--- config.mk ---
export PLATFORM = sky130hd
export DESIGN_NAME = pe_image_check_and_checksum
export DESIGN_NICKNAME = d
export VERILOG_FILES = /design/src/pecc_pkg.sv /design/src/pecc_dos_window.sv /design/src/pe_image_check_and_checksum.sv
export SDC_FILE = /design/constraint.sdc
export NUM_CORES = 2
export LEC_CHECK = 0
export BUFFER_PORTS_ARGS = -buffer_cell sky130_fd_sc_hd__buf_2
export CORE_ASPECT_RATIO = 1.4
export CORE_MARGIN = 10
export CORE_UTILIZATION = 50
export DETAILED_ROUTE_END_ITERATION = 6
export HOLD_SLACK_MARGIN = 0.1
export PLACE_DENSITY = 0.66
export SLEW_MARGIN = 20
export SYNTH_ARGS = -nofsm -noshare
export SYNTH_HDL_FRONTEND = slang
export SYNTH_SLANG_ARGS = --single-unit
--- constraint.sdc ---
create_clock -name clk_i -period 20.5 [get_ports clk_i]
set_input_delay 2.05 -clock clk_i [delete_from_list [all_inputs] [get_ports clk_i]]
set_output_delay 2.05 -clock clk_i [all_outputs]
set_load 0.01 [all_outputs]
--- src/pecc_pkg.sv ---
// Shared types and constants for the PE image check and checksum block.
// Holds the header field slot map used by the top level and the DOS window.
// No dependencies.
package pecc_pkg;

  // Length of the DOS header area, kept until the header offset is known
  localparam int unsigned DosArea = 64;

  // Data directory entry checked for base relocations
  localparam int unsigned RelocDirIndex = 5;

  // Header field bytes tracked, one slot per byte
  localparam int unsigned NumSlots = 24;

  // First slot of each captured field (little-endian, low byte first)
  localparam int unsigned SlotSig       = 0;
  localparam int unsigned SlotSect      = 4;
  localparam int unsigned SlotOptMagic  = 6;
  localparam int unsigned SlotCsum      = 8;
  localparam int unsigned SlotDirCnt    = 12;
  localparam int unsigned SlotRelocRva  = 16;
  localparam int unsigned SlotRelocSize = 20;

  // Byte writes into the field slots
  typedef struct packed {
    logic [NumSlots-1:0]      en;
    logic [NumSlots-1:0][7:0] data;
  } fld_wr_t;

  // Offset of a slot's byte from the PE header offset
  function automatic logic [7:0] slot_offset(input int unsigned slot);
    int unsigned rd;
    int unsigned off;
    rd = 120 + 8 * RelocDirIndex;
    if (slot < SlotSect) begin
      off = slot;
    end else if (slot < SlotOptMagic) begin
      off = 6 + slot - SlotSect;
    end else if (slot < SlotCsum) begin
      off = 24 + slot - SlotOptMagic;
    end else if (slot < SlotDirCnt) begin
      off = 88 + slot - SlotCsum;
    end else if (slot < SlotRelocRva) begin
      off = 116 + slot - SlotDirCnt;
    end else begin
      // rva and size words sit back to back in the directory entry
      off = rd + slot - SlotRelocRva;
    end
    return off[7:0];
  endfunction

endpackage

--- src/pecc_dos_window.sv ---
// DOS header window: shift line holding the first 64 image bytes.
// Once the header offset is known, it resolves header fields lying inside the area.
// Depends on pecc_pkg.
module pecc_dos_window (
  input  logic              clk_i,
  input  logic              rst_ni,
  input  logic              shift_en_i,
  input  logic [7:0]        byte_i,
  input  logic              start_i,
  input  logic [31:0]       hdr_offset_i,
  output logic              busy_o,
  output pecc_pkg::fld_wr_t wr_o
);

  localparam int unsigned IdxW = $clog2(pecc_pkg::DosArea);

  logic [pecc_pkg::DosArea-1:0][7:0] line_q;
  logic                              busy_q;
  logic [IdxW-1:0]                   cnt_q;
  logic [IdxW-1:0]                   base_q;
  logic                              fire;

  // Line is aligned to the header offset once the count runs out
  assign fire   = busy_q && (cnt_q == '0);
  assign busy_o = busy_q;

  // Shift in image bytes, then advance by one byte per cycle toward the header
  always_ff @(posedge clk_i) begin
    if (shift_en_i) begin
      line_q <= {byte_i, line_q[pecc_pkg::DosArea-1:1]};
    end else if (busy_q && !fire) begin
      line_q <= {8'h00, line_q[pecc_pkg::DosArea-1:1]};
    end
  end

  // Arm on the last DOS byte when the header starts inside the area
  always_ff @(posedge clk_i or negedge rst_ni) begin
    if (!rst_ni) begin
      busy_q <= 1'b0;
      cnt_q  <= '0;
      base_q <= '0;
    end else if (start_i) begin
      busy_q <= (hdr_offset_i[31:IdxW] == '0);
      cnt_q  <= hdr_offset_i[IdxW-1:0];
      base_q <= hdr_offset_i[IdxW-1:0];
    end else if (fire) begin
      busy_q <= 1'b0;
    end else if (busy_q) begin
      cnt_q <= cnt_q - 1'b1;
    end
  end

  // Write each slot whose byte lies inside the DOS area
  always_comb begin
    logic [7:0] off;
    logic [8:0] reach;
    wr_o = '0;
    for (int s = 0; s < pecc_pkg::NumSlots; s++) begin
      off          = pecc_pkg::slot_offset(s);
      reach        = {1'b0, off} + {{(9-IdxW){1'b0}}, base_q};
      wr_o.en[s]   = fire && (reach < 9'(pecc_pkg::DosArea));
      wr_o.data[s] = line_q[off[IdxW-1:0]];
    end
  end

endmodule

--- src/pe_image_check_and_checksum.sv ---
// PE32 image header check and checksum, top level.
// Depends on pecc_pkg and pecc_dos_window.
//
// Usage: the image enters on the s_axis channel, one byte per word in file order,
// with s_axis_tlast on the final byte. One result word leaves on m_axis per image,
// after its last byte: header status, stored and computed checksums, match flag
// and section count.
// Throughput: one byte per cycle while an image streams. After the last byte the
// input is held off while the result is finished in the StFinA and StFinB states,
// and the result word is then loaded into the output register.
// When the PE header offset lies inside the 64-byte DOS area, the DOS window
// counts down from the offset after byte 63 to resolve overlapping fields; an image
// that ends before that waits for it before its result is finished.
// The result sits in an output register: the next image streams in while it waits.
// If the receiver stalls and a second result is ready, input is held off until
// the first result is taken.
// Reset clears all image state; the first byte after reset starts a new image,
// and so does the first byte after each result.
module pe_image_check_and_checksum (
  input  logic        clk_i,
  input  logic        rst_ni,
  input  logic        s_axis_tvalid,
  output logic        s_axis_tready,
  input  logic [7:0]  s_axis_tdata,   // [7:0] data_byte
  input  logic        s_axis_tlast,   // last_byte
  output logic        m_axis_tvalid,
  input  logic        m_axis_tready,
  output logic [87:0] m_axis_tdata    // [3:0] status, [4] checksum_match,
                                      // [36:5] stored_checksum,
                                      // [68:37] computed_checksum,
                                      // [84:69] section_count, [87:85] zero
);

  localparam int unsigned IdxW = $clog2(pecc_pkg::DosArea);

  typedef enum logic [1:0] {
    StRun,
    StFinA,
    StFinB
  } state_e;

  typedef enum logic [3:0] {
    StatOk          = 4'd0,
    StatShortDos    = 4'd1,
    StatBadDosMagic = 4'd2,
    StatNoSig       = 4'd3,
    StatBadSig      = 4'd4,
    StatNoCoff      = 4'd5,
    StatNoStdOpt    = 4'd6,
    StatBadOptMagic = 4'd7,
    StatNoWinOpt    = 4'd8,
    StatNoDirs      = 4'd9,
    StatReloc       = 4'd10,
    StatTooLong     = 4'd11
  } status_e;

  function automatic logic [15:0] fold_add(input logic [15:0] s, input logic [15:0] w);
    logic [16:0] t;
    logic [16:0] u;
    t = {1'b0, s} + {1'b0, w};
    u = t + {16'h0000, t[16]};
    return u[15:0];
  endfunction

  state_e  state_q;
  logic    accept;
  logic    load;
  logic    in_dos;
  logic    start;
  logic    shift_en;
  logic    csum_zero;
  logic    res_busy;
  logic [7:0]  b_eff;
  logic [33:0] rel;
  logic        in_rng;

  logic [32:0] pos_q;
  logic [15:0] sum_q;
  logic [7:0]  held_q;
  logic [15:0] magic_q;
  logic [31:0] hdr_q;
  logic [pecc_pkg::NumSlots-1:0][7:0] fld_q;

  pecc_pkg::fld_wr_t res_wr;
  pecc_pkg::fld_wr_t str_wr;

  logic [31:0] sig;
  logic [15:0] sect;
  logic [15:0] opt_magic;
  logic [31:0] csum;
  logic [31:0] dir_cnt;
  logic [31:0] reloc_rva;
  logic [31:0] reloc_size;

  logic [15:0] sfin_q;
  logic [34:0] dlen_q;
  logic [36:0] bound_q;

  status_e     status;
  logic [31:0] computed;
  logic        st_ok;

  logic        out_valid_q;
  logic [87:0] out_data_q;

  // Handshake
  assign s_axis_tready = (state_q == StRun);
  assign accept        = s_axis_tvalid && s_axis_tready;
  assign load          = (state_q == StFinB) && (!out_valid_q || m_axis_tready);
  assign m_axis_tvalid = out_valid_q;
  assign m_axis_tdata  = out_data_q;

  // Position relative to the PE header, for bytes past the DOS area
  assign in_dos   = (pos_q[32:IdxW] == '0);
  assign start    = accept && (pos_q == 33'(pecc_pkg::DosArea - 1));
  assign shift_en = accept && in_dos;
  assign rel      = {1'b0, pos_q} - {2'b00, hdr_q};
  assign in_rng   = !in_dos && (rel[33:8] == '0);

  always_comb begin
    for (int s = 0; s < pecc_pkg::NumSlots; s++) begin
      str_wr.en[s]   = accept && in_rng && (rel[7:0] == pecc_pkg::slot_offset(s));
      str_wr.data[s] = s_axis_tdata;
    end
  end

  // Checksum field bytes count as zero in the sum
  assign csum_zero = |str_wr.en[pecc_pkg::SlotCsum+3:pecc_pkg::SlotCsum];
  assign b_eff     = csum_zero ? 8'h00 : s_axis_tdata;

  pecc_dos_window u_dos_window (
    .clk_i        (clk_i),
    .rst_ni       (rst_ni),
    .shift_en_i   (shift_en),
    .byte_i       (s_axis_tdata),
    .start_i      (start),
    .hdr_offset_i ({s_axis_tdata, hdr_q[23:0]}),
    .busy_o       (res_busy),
    .wr_o         (res_wr)
  );

  // Image state: position, word sum, fixed-position captures, field slots
  always_ff @(posedge clk_i or negedge rst_ni) begin
    if (!rst_ni) begin
      pos_q   <= '0;
      sum_q   <= '0;
      held_q  <= '0;
      magic_q <= '0;
      hdr_q   <= '0;
      fld_q   <= '0;
    end else if (load) begin
      pos_q   <= '0;
      sum_q   <= '0;
      held_q  <= '0;
      magic_q <= '0;
      hdr_q   <= '0;
      fld_q   <= '0;
    end else begin
      if (accept) begin
        if (!pos_q[32]) begin
          pos_q <= pos_q + 33'd1;
        end
        if (!pos_q[0]) begin
          held_q <= b_eff;
        end else begin
          sum_q <= fold_add(sum_q, {b_eff, held_q});
        end
        if (in_dos && (pos_q[IdxW-1:1] == '0)) begin
          magic_q[8*pos_q[0] +: 8] <= s_axis_tdata;
        end
        if (in_dos && (pos_q[IdxW-1:2] == '1)) begin
          hdr_q[8*pos_q[1:0] +: 8] <= s_axis_tdata;
        end
      end
      for (int s = 0; s < pecc_pkg::NumSlots; s++) begin
        if (res_wr.en[s]) begin
          fld_q[s] <= res_wr.data[s];
        end else if (str_wr.en[s]) begin
          fld_q[s] <= str_wr.data[s];
        end
      end
    end
  end

  // Field views
  assign sig        = fld_q[pecc_pkg::SlotSig+3 -: 4];
  assign sect       = fld_q[pecc_pkg::SlotSect+1 -: 2];
  assign opt_magic  = fld_q[pecc_pkg::SlotOptMagic+1 -: 2];
  assign csum       = fld_q[pecc_pkg::SlotCsum+3 -: 4];
  assign dir_cnt    = fld_q[pecc_pkg::SlotDirCnt+3 -: 4];
  assign reloc_rva  = fld_q[pecc_pkg::SlotRelocRva+3 -: 4];
  assign reloc_size = fld_q[pecc_pkg::SlotRelocSize+3 -: 4];

  // Header checks in file order
  always_comb begin
    if (pos_q[32]) begin
      status = StatTooLong;
    end else if (pos_q < 33'(pecc_pkg::DosArea)) begin
      status = StatShortDos;
    end else if (magic_q != 16'h5A4D) begin
      status = StatBadDosMagic;
    end else if (dlen_q[34] || (dlen_q[33:0] < 34'd4)) begin
      status = StatNoSig;
    end else if (sig != 32'h0000_4550) begin
      status = StatBadSig;
    end else if (dlen_q[33:0] < 34'd24) begin
      status = StatNoCoff;
    end else if (dlen_q[33:0] < 34'd52) begin
      status = StatNoStdOpt;
    end else if (opt_magic != 16'h010B) begin
      status = StatBadOptMagic;
    end else if (dlen_q[33:0] < 34'd120) begin
      status = StatNoWinOpt;
    end else if ({4'h0, pos_q} < bound_q) begin
      status = StatNoDirs;
    end else if ((dir_cnt > 32'(pecc_pkg::RelocDirIndex)) && (reloc_rva != '0) &&
                 (reloc_size != '0)) begin
      status = StatReloc;
    end else begin
      status = StatOk;
    end
  end

  assign computed = {16'h0000, sfin_q} + pos_q[31:0];
  assign st_ok    = (status == StatOk);

  // Sequencer and output register
  always_ff @(posedge clk_i or negedge rst_ni) begin
    if (!rst_ni) begin
      state_q     <= StRun;
      out_valid_q <= 1'b0;
      out_data_q  <= '0;
      sfin_q      <= '0;
      dlen_q      <= '0;
      bound_q     <= '0;
    end else begin
      if (out_valid_q && m_axis_tready) begin
        out_valid_q <= 1'b0;
      end
      case (state_q)
        StRun: begin
          if (accept && s_axis_tlast) begin
            state_q <= StFinA;
          end
        end
        StFinA: begin
          // Fold in an odd final byte and form the header bounds
          if (!res_busy) begin
            sfin_q  <= pos_q[0] ? fold_add(sum_q, {8'h00, held_q}) : sum_q;
            dlen_q  <= {2'b00, pos_q} - {3'b000, hdr_q};
            bound_q <= {5'b00000, hdr_q} + 37'd120 + {2'b00, dir_cnt, 3'b000} +
                       {16'h0000, sect, 5'b00000} + {18'h00000, sect, 3'b000};
            state_q <= StFinB;
          end
        end
        StFinB: begin
          if (load) begin
            out_data_q <= {3'b000,
                           ((st_ok || (status == StatNoDirs) || (status == StatReloc)) ?
                            sect : 16'h0000),
                           (st_ok ? computed : 32'h0000_0000),
                           (st_ok ? csum : 32'h0000_0000),
                           (st_ok && (computed == csum)),
                           status};
            out_valid_q <= 1'b1;
            state_q     <= StRun;
          end
        end
        default: begin
          state_q <= StRun;
        end
      endcase
    end
  end

`ifndef SYNTHESIS
  a_slot_writers_disjoint: assert property (@(posedge clk_i) disable iff (!rst_ni)
    (res_wr.en & str_wr.en) == '0)
    else $error("DOS window and stream wrote the same header slot");

  a_window_idle_in_dos_area: assert property (@(posedge clk_i) disable iff (!rst_ni)
    res_busy |-> !shift_en)
    else $error("DOS window resolving while DOS area bytes still arrive");

  a_finish_after_resolve: assert property (@(posedge clk_i) disable iff (!rst_ni)
    (state_q == StFinB) |-> !res_busy)
    else $error("result finished before DOS window resolved");

  a_state_cleared_after_result: assert property (@(posedge clk_i) disable iff (!rst_ni)
    load |=> ((pos_q == '0) && (sum_q == '0) && (hdr_q == '0)))
    else $error("image state not cleared after result");
`endif

endmodule
## After elaboration in Yosys (flattened, before gate mapping)

Cells that the tools add are included.

- Logic and storage cells: 433
- Output and inout bits: 90
- Input port bits: 13
- Bits in registers: 998

- Mux-type cells: 96
- Equality and inequality tests: 39
- Shift-type cells: 4
- Reduce and logical (&&, ||, !) cells: 121
- Bitwise operators: 1
- Order comparisons: 31
- $add $sub $neg: 38

Operators with widths:

| kind | number |
|---|---|
| $mux 512 | 2 |
| $mux 8 | 52 |
| $lt 9x7->1 const B | 23 |
| $mux 192 | 1 |
| $mux 32 | 5 |
| $mux 16 | 8 |
| $mux 33 | 3 |
| $add 8x6->9 const A | 8 |
| $reduce_bool 3->1 | 24 |
| $sub 33x32->34 | 2 |
| $add 7x6->8 const A | 8 |
| $eq 8x7->1 const B | 8 |
| $eq 8x8->1 const B | 8 |
| $reduce_bool 32->1 | 2 |
| $logic_and 1x1->1 | 63 |
| $logic_not 26->1 | 2 |
| $mux 4 | 11 |
| $add 36x21->37 | 1 |
| $add 37x19->37 | 1 |
| $lt 33x37->1 | 1 |
| $add 33x35->36 | 1 |
| $lt 34x3->1 const B | 1 |
| $lt 34x5->1 const B | 1 |
| $lt 34x6->1 const B | 1 |
| other kinds (54) | 93 |

## Longest topological paths before layout

- Word-level depth: 18
- Gate-level depth with buffers: 32
- Depth with buffers taken out: 29

## Cells and area by module

Synthesis repeated with hierarchy kept, for this count alone.

- Cells, all modules: 4252
- Area total of the unflattened synthesis: 48781.8 um^2

By module, submodules not included:

| module | cells each | sequential area each (um^2) | area an instance (um^2) | times used |
|---|---|---|---|---|
| pe_image_check_and_checksum | 3428 | 11736.3 | 30965.9 | 1 |
| pecc_dos_window | 824 | 15700.1 | 17815.8 | 1 |

## Worst setup path before layout

OpenSTA, ideal clock, no wires.

- Kind: input to register
- From: input port s_axis_tvalid
- To: register u_dos_window.line_q[0] (netlist name), enable pin
- Data arrival time: 10.496 ns
- Required time: 16.849 ns
- Slack: 6.353 ns
- Stages on the path: 4
- Cell sequence: nand2_1 -> nor3_1 -> inv_1 -> nand2_1

- Cells in the longest elaborated chain, start to end: 3

Ends and longest elaborated chain:

| item | line | text |
|---|---|---|
| start: declaration | pe_image_check_and_checksum.sv:22 | `input logic s_axis_tvalid,` |
| $logic_and 1x1->1 | pe_image_check_and_checksum.sv:108 | `assign accept = s_axis_tvalid && s_axis_tready;` |
| $logic_and 1x1->1 | pe_image_check_and_checksum.sv:116 | `assign shift_en = accept && in_dos;` |
| $reduce_bool 2->1 (no source line) | -- |  |
| end signal: assignment | pecc_dos_window.sv:30 | `line_q <= {byte_i, line_q[pecc_pkg::DosArea-1:1]};` |
| end signal: assignment | pecc_dos_window.sv:32 | `line_q <= {8'h00, line_q[pecc_pkg::DosArea-1:1]};` |
| end: declaration | pecc_dos_window.sv:17 | `logic [pecc_pkg::DosArea-1:0][7:0] line_q;` |

Every way passes these cells.
A chain may end at the register's enable or synchronous reset.

## Worst setup path after layout

- From: register pos_q[0]
- To: register sum_q[10]

- Cells in the longest elaborated chain, start to end: 12
- Elaborated cells on any way between the ends: 21
- Classes of those cells: add/sub: 3; eq/ne: 4; mux: 4; reduce/logical: 10

Ends and longest elaborated chain:

| item | line | text |
|---|---|---|
| start: declaration | pe_image_check_and_checksum.sv:77 | `logic [32:0] pos_q;` |
| start signal: assignment | pe_image_check_and_checksum.sv:161 | `pos_q <= pos_q + 33'd1;` |
| $sub 33x32->34 | pe_image_check_and_checksum.sv:117 | `assign rel = {1'b0, pos_q} - {2'b00, hdr_q};` |
| $logic_not 26->1 | pe_image_check_and_checksum.sv:118 | `assign in_rng = !in_dos && (rel[33:8] == '0);` |
| $logic_and 1x1->1 | pe_image_check_and_checksum.sv:118 |  |
| $logic_and 1x1->1 (2 in a row) | pe_image_check_and_checksum.sv:122 | `str_wr.en[s] = accept && in_rng && (rel[7:0] == pecc_pkg::slot_offset(s));` |
| $reduce_or 4->1 | pe_image_check_and_checksum.sv:128 | `assign csum_zero = \|str_wr.en[pecc_pkg::SlotCsum+3:pecc_pkg::SlotCsum];` |
| $mux 8 | pe_image_check_and_checksum.sv:129 | `assign b_eff = csum_zero ? 8'h00 : s_axis_tdata;` |
| $add 16x16->17 | pe_image_check_and_checksum.sv:60 | `t = {1'b0, s} + {1'b0, w};` |
| $add 16x1->16 | pe_image_check_and_checksum.sv:61 | `u = t + {16'h0000, t[16]};` |
| $mux 16 | pe_image_check_and_checksum.sv:163 | `if (!pos_q[0]) begin` |
| $mux 16 | pe_image_check_and_checksum.sv:159 | `if (accept) begin` |
| $mux 16 | pe_image_check_and_checksum.sv:151 | `end else if (load) begin` |
| end signal: assignment | pe_image_check_and_checksum.sv:166 | `sum_q <= fold_add(sum_q, {b_eff, held_q});` |
| end: declaration | pe_image_check_and_checksum.sv:78 | `logic [15:0] sum_q;` |

Several ways; a longest one is shown, not always the timed one. The select of a mux whose other input is x is not followed.

==> metrics <==
Fillers=7536; status=completed; Area growth, synth to finish=10.5%; final wirelength=between 100000 and 150000 um; Max Slew Vio Count=0; sum of negative setup slack=0 ns; Chip Width=276 um; setup bufs post-CTS=0; Worst Setup End Kind=register; maximum VDD drop=94.0 uV; HP Class=reg2reg; initial antenna violation count=3; Critical Path RT=approximately 21 ns; Post-synth top cells=512 x edfxtp_1, 482 x dfrtp_1, 288 x nand2_1; worst-path maximum fanout=68; DRT iter0 DRCs=2794; Mapped Area=between 40000 and 50000 um^2; RePlAce Congestion=between 0.9 and 1; Root Buffer=clkbuf_16; Vias/cell=5.89; Slew HR=0.272; Total GRT Usage=0.226; cell taking the most area after synthesis=edfxtp_1; CP Class=reg2reg; Post-synth EDFFs=512; GRT met3 Usage=0.0311; CTS clk-pin slew, worst paths=around 0.07 ns; clock latency on the worst-skew pair=0.69 ns; met2 Use GR=0.373; Pwr Density=~96 nW/um^2; largest net degree at the start of global routing=195; post-synthesis cell count=around 3800; first-pass GRT wire length=180000 um; vias in the first global route=29500; top-count cell post-synth=edfxtp_1; grt peak-use layer=met2; clock sinks=between 900 and 1000; cts repair resizes=0; Setup-failing EPs final=0; most frequent CP cell=ha_1; worst slew pin tran=1.08 ns; min Tclk post-route=7.68 ns; die height=378 um; core area=between 90000 and 100000 um^2; Post-CTS Hold Fix Bufs=0; Max stage delay on crit path=~0.74 ns; CTS buffer count=92; Site Rows=131; Layout Nets=4064; CP max-delay cell=nand4_2; top_reg_cell synth=edfxtp_1; drt drc=0; Yosys reg bits=994; total power=4860 uW; starting density of the core=0.504; number of I/O port buffers=99; synth top area cells=edfxtp_1 34%, dfrtp_1 26%, ha_1 5.3%; die area=between 100000 and 150000 um^2; Final Cycle Share=0.375; ys async rst share=0.485; H-tree levels=3; Reg area=27400 um^2; final hold vios=0; remaining antenna violation count=0; share of the synthesized area in the top cell type=0.336; GRT overflow=0; Yosys warning count=0; DP Wirelength=80200 um; # IOs=103; P_leak=0.0232 uW; CTS tree=done; via count=30000; unrepaired setup endpoints after global routing=no; Final Skew=0.0473 ns; multi-input logic area=17200 um^2; Global Route met1 Usage=0.298; Yosys cell types=88; max-cap viol count=0; register area share after synthesis=0.599; Avg Inst Size Synth=12.1 um^2; CTS max path bufs=3; CP startpoint kind=register; routed len/inst=between 20 and 25 um; layout cell share with drive strength beyond 1=0.107; Crit path arrival time=8.27 ns; Peak Freq=130 MHz; Pre-antenna DRT Iters=5
## final cells by class
class,instances,share of cell area
Sequential cell,994,0.542
Multi-Input combinational cell,2455,0.340
Clock buffer,117,0.0498
Tap cell,1197,0.0296
Timing Repair Buffer,141,0.0170
Clock inverter,54,0.0115
Inverter,137,0.0102
Antenna cell,2,0.0000989
## state kept, by name, summed over array words and instances (netlist names), 32 cells and up
signal               count
u_dos_window.line_q    512
fld_q                  128
m_axis_tdata            85
bound_q                 36
pos_q                   33
csum                    32
dir_cnt                 32
dlen_q                  32
hdr_q                   32
## cell usage in the layout (no fill, tap or decap), types with 98 or more instances in the layout
cell and n:
a21oi_1 208, buf_2 98, dfrtp_1 482, edfxtp_1 512, ha_1 195, inv_1 136
mux2i_1 144, nand2_1 287, nand3_1 114, nor2_1 266, o21ai_0 230
## critical path, delay by kind of cell, from the launching register on
family,cells,cell delay [ns]
AND/OR/NAND/NOR,12,2.35
buffers and inverters,3,1.09
XOR/XNOR,1,0.13
flip-flops,1,0.36
adder cells (fa/ha/maj),5,1.50
AO/OA/AOI/OAI,8,2.12
## path summary, 6_finish.rpt
path	depth (start not counted)	start	end	slack [ns]
setup / recovery	29	pos_q[0]$_DFFE_PN0P_	sum_q[10]$_DFFE_PN0P_	12.82
min in group asynchronous	1	rst_ni	fld_q[5]$_DFFE_PN0P_	1.42
hold / removal	0	u_dos_window.line_q[477]$_DFFE_PP_	u_dos_window.line_q[469]$_DFFE_PP_	0.41
max in group asynchronous	3	rst_ni	fld_q[156]$_DFFE_PN0P_	16.66
setup reg to reg	29	pos_q[0]$_DFFE_PN0P_	sum_q[10]$_DFFE_PN0P_	12.82
hold reg to reg	0	u_dos_window.line_q[477]$_DFFE_PP_	u_dos_window.line_q[469]$_DFFE_PP_	0.41
## power breakdown
group | internal, uW | switching [uW]
clock network | 961 | 778
registers | 2190 | 67.0
logic | 284 | 573
total | 3440 | 1420
## through the flow
step | worst slack, ns | area, um^2 | util | instances | hold WS, ns
finish | 12.82 | 50600 | 0.556 | 5097 | 0.409
global placement | 12.94 | 47500 | 0.522 | 4924 | 0.400
global route | 12.17 | 50600 | 0.556 | 5097 | 0.404
detailed placement | 12.79 | 47500 | 0.522 | 4924 | 0.405
floorplan | 6.35 | 45800 | - | 3783 | 0.400
CTS | 12.79 | 50600 | 0.556 | 5095 | 0.397
## per-layer routing
| metal | vias to the layer above | part of all wire |
|---|---|---|
| li1 | 13900 | - |
| met1 | 15000 | 0.42 |
| met2 | 871 | 0.49 |
| met3 | 230 | 0.054 |
| met4 | 0 | 0.038 |
| met5 | - | 0 |
## logic make-up (layout without fill, tap and decap cells)
| family | count (synthesis) | after routing | synth area share |
|---|---|---|---|
| other | 1 | 5 | 0.0000819 |
| and+or+nand+nor | 1039 | 1039 | 0.112 |
| xor gates and xnor gates | 165 | 165 | 0.0331 |
| buffers and inverters | 334 | 449 | 0.0286 |
| DFF | 994 | 994 | 0.599 |
| AOI/OAI and AO/OA | 871 | 871 | 0.126 |
| adders and majority gates | 231 | 231 | 0.0688 |
| muxes | 146 | 146 | 0.0320 |
No activity file was read; power rests on OpenSTA's default activity.
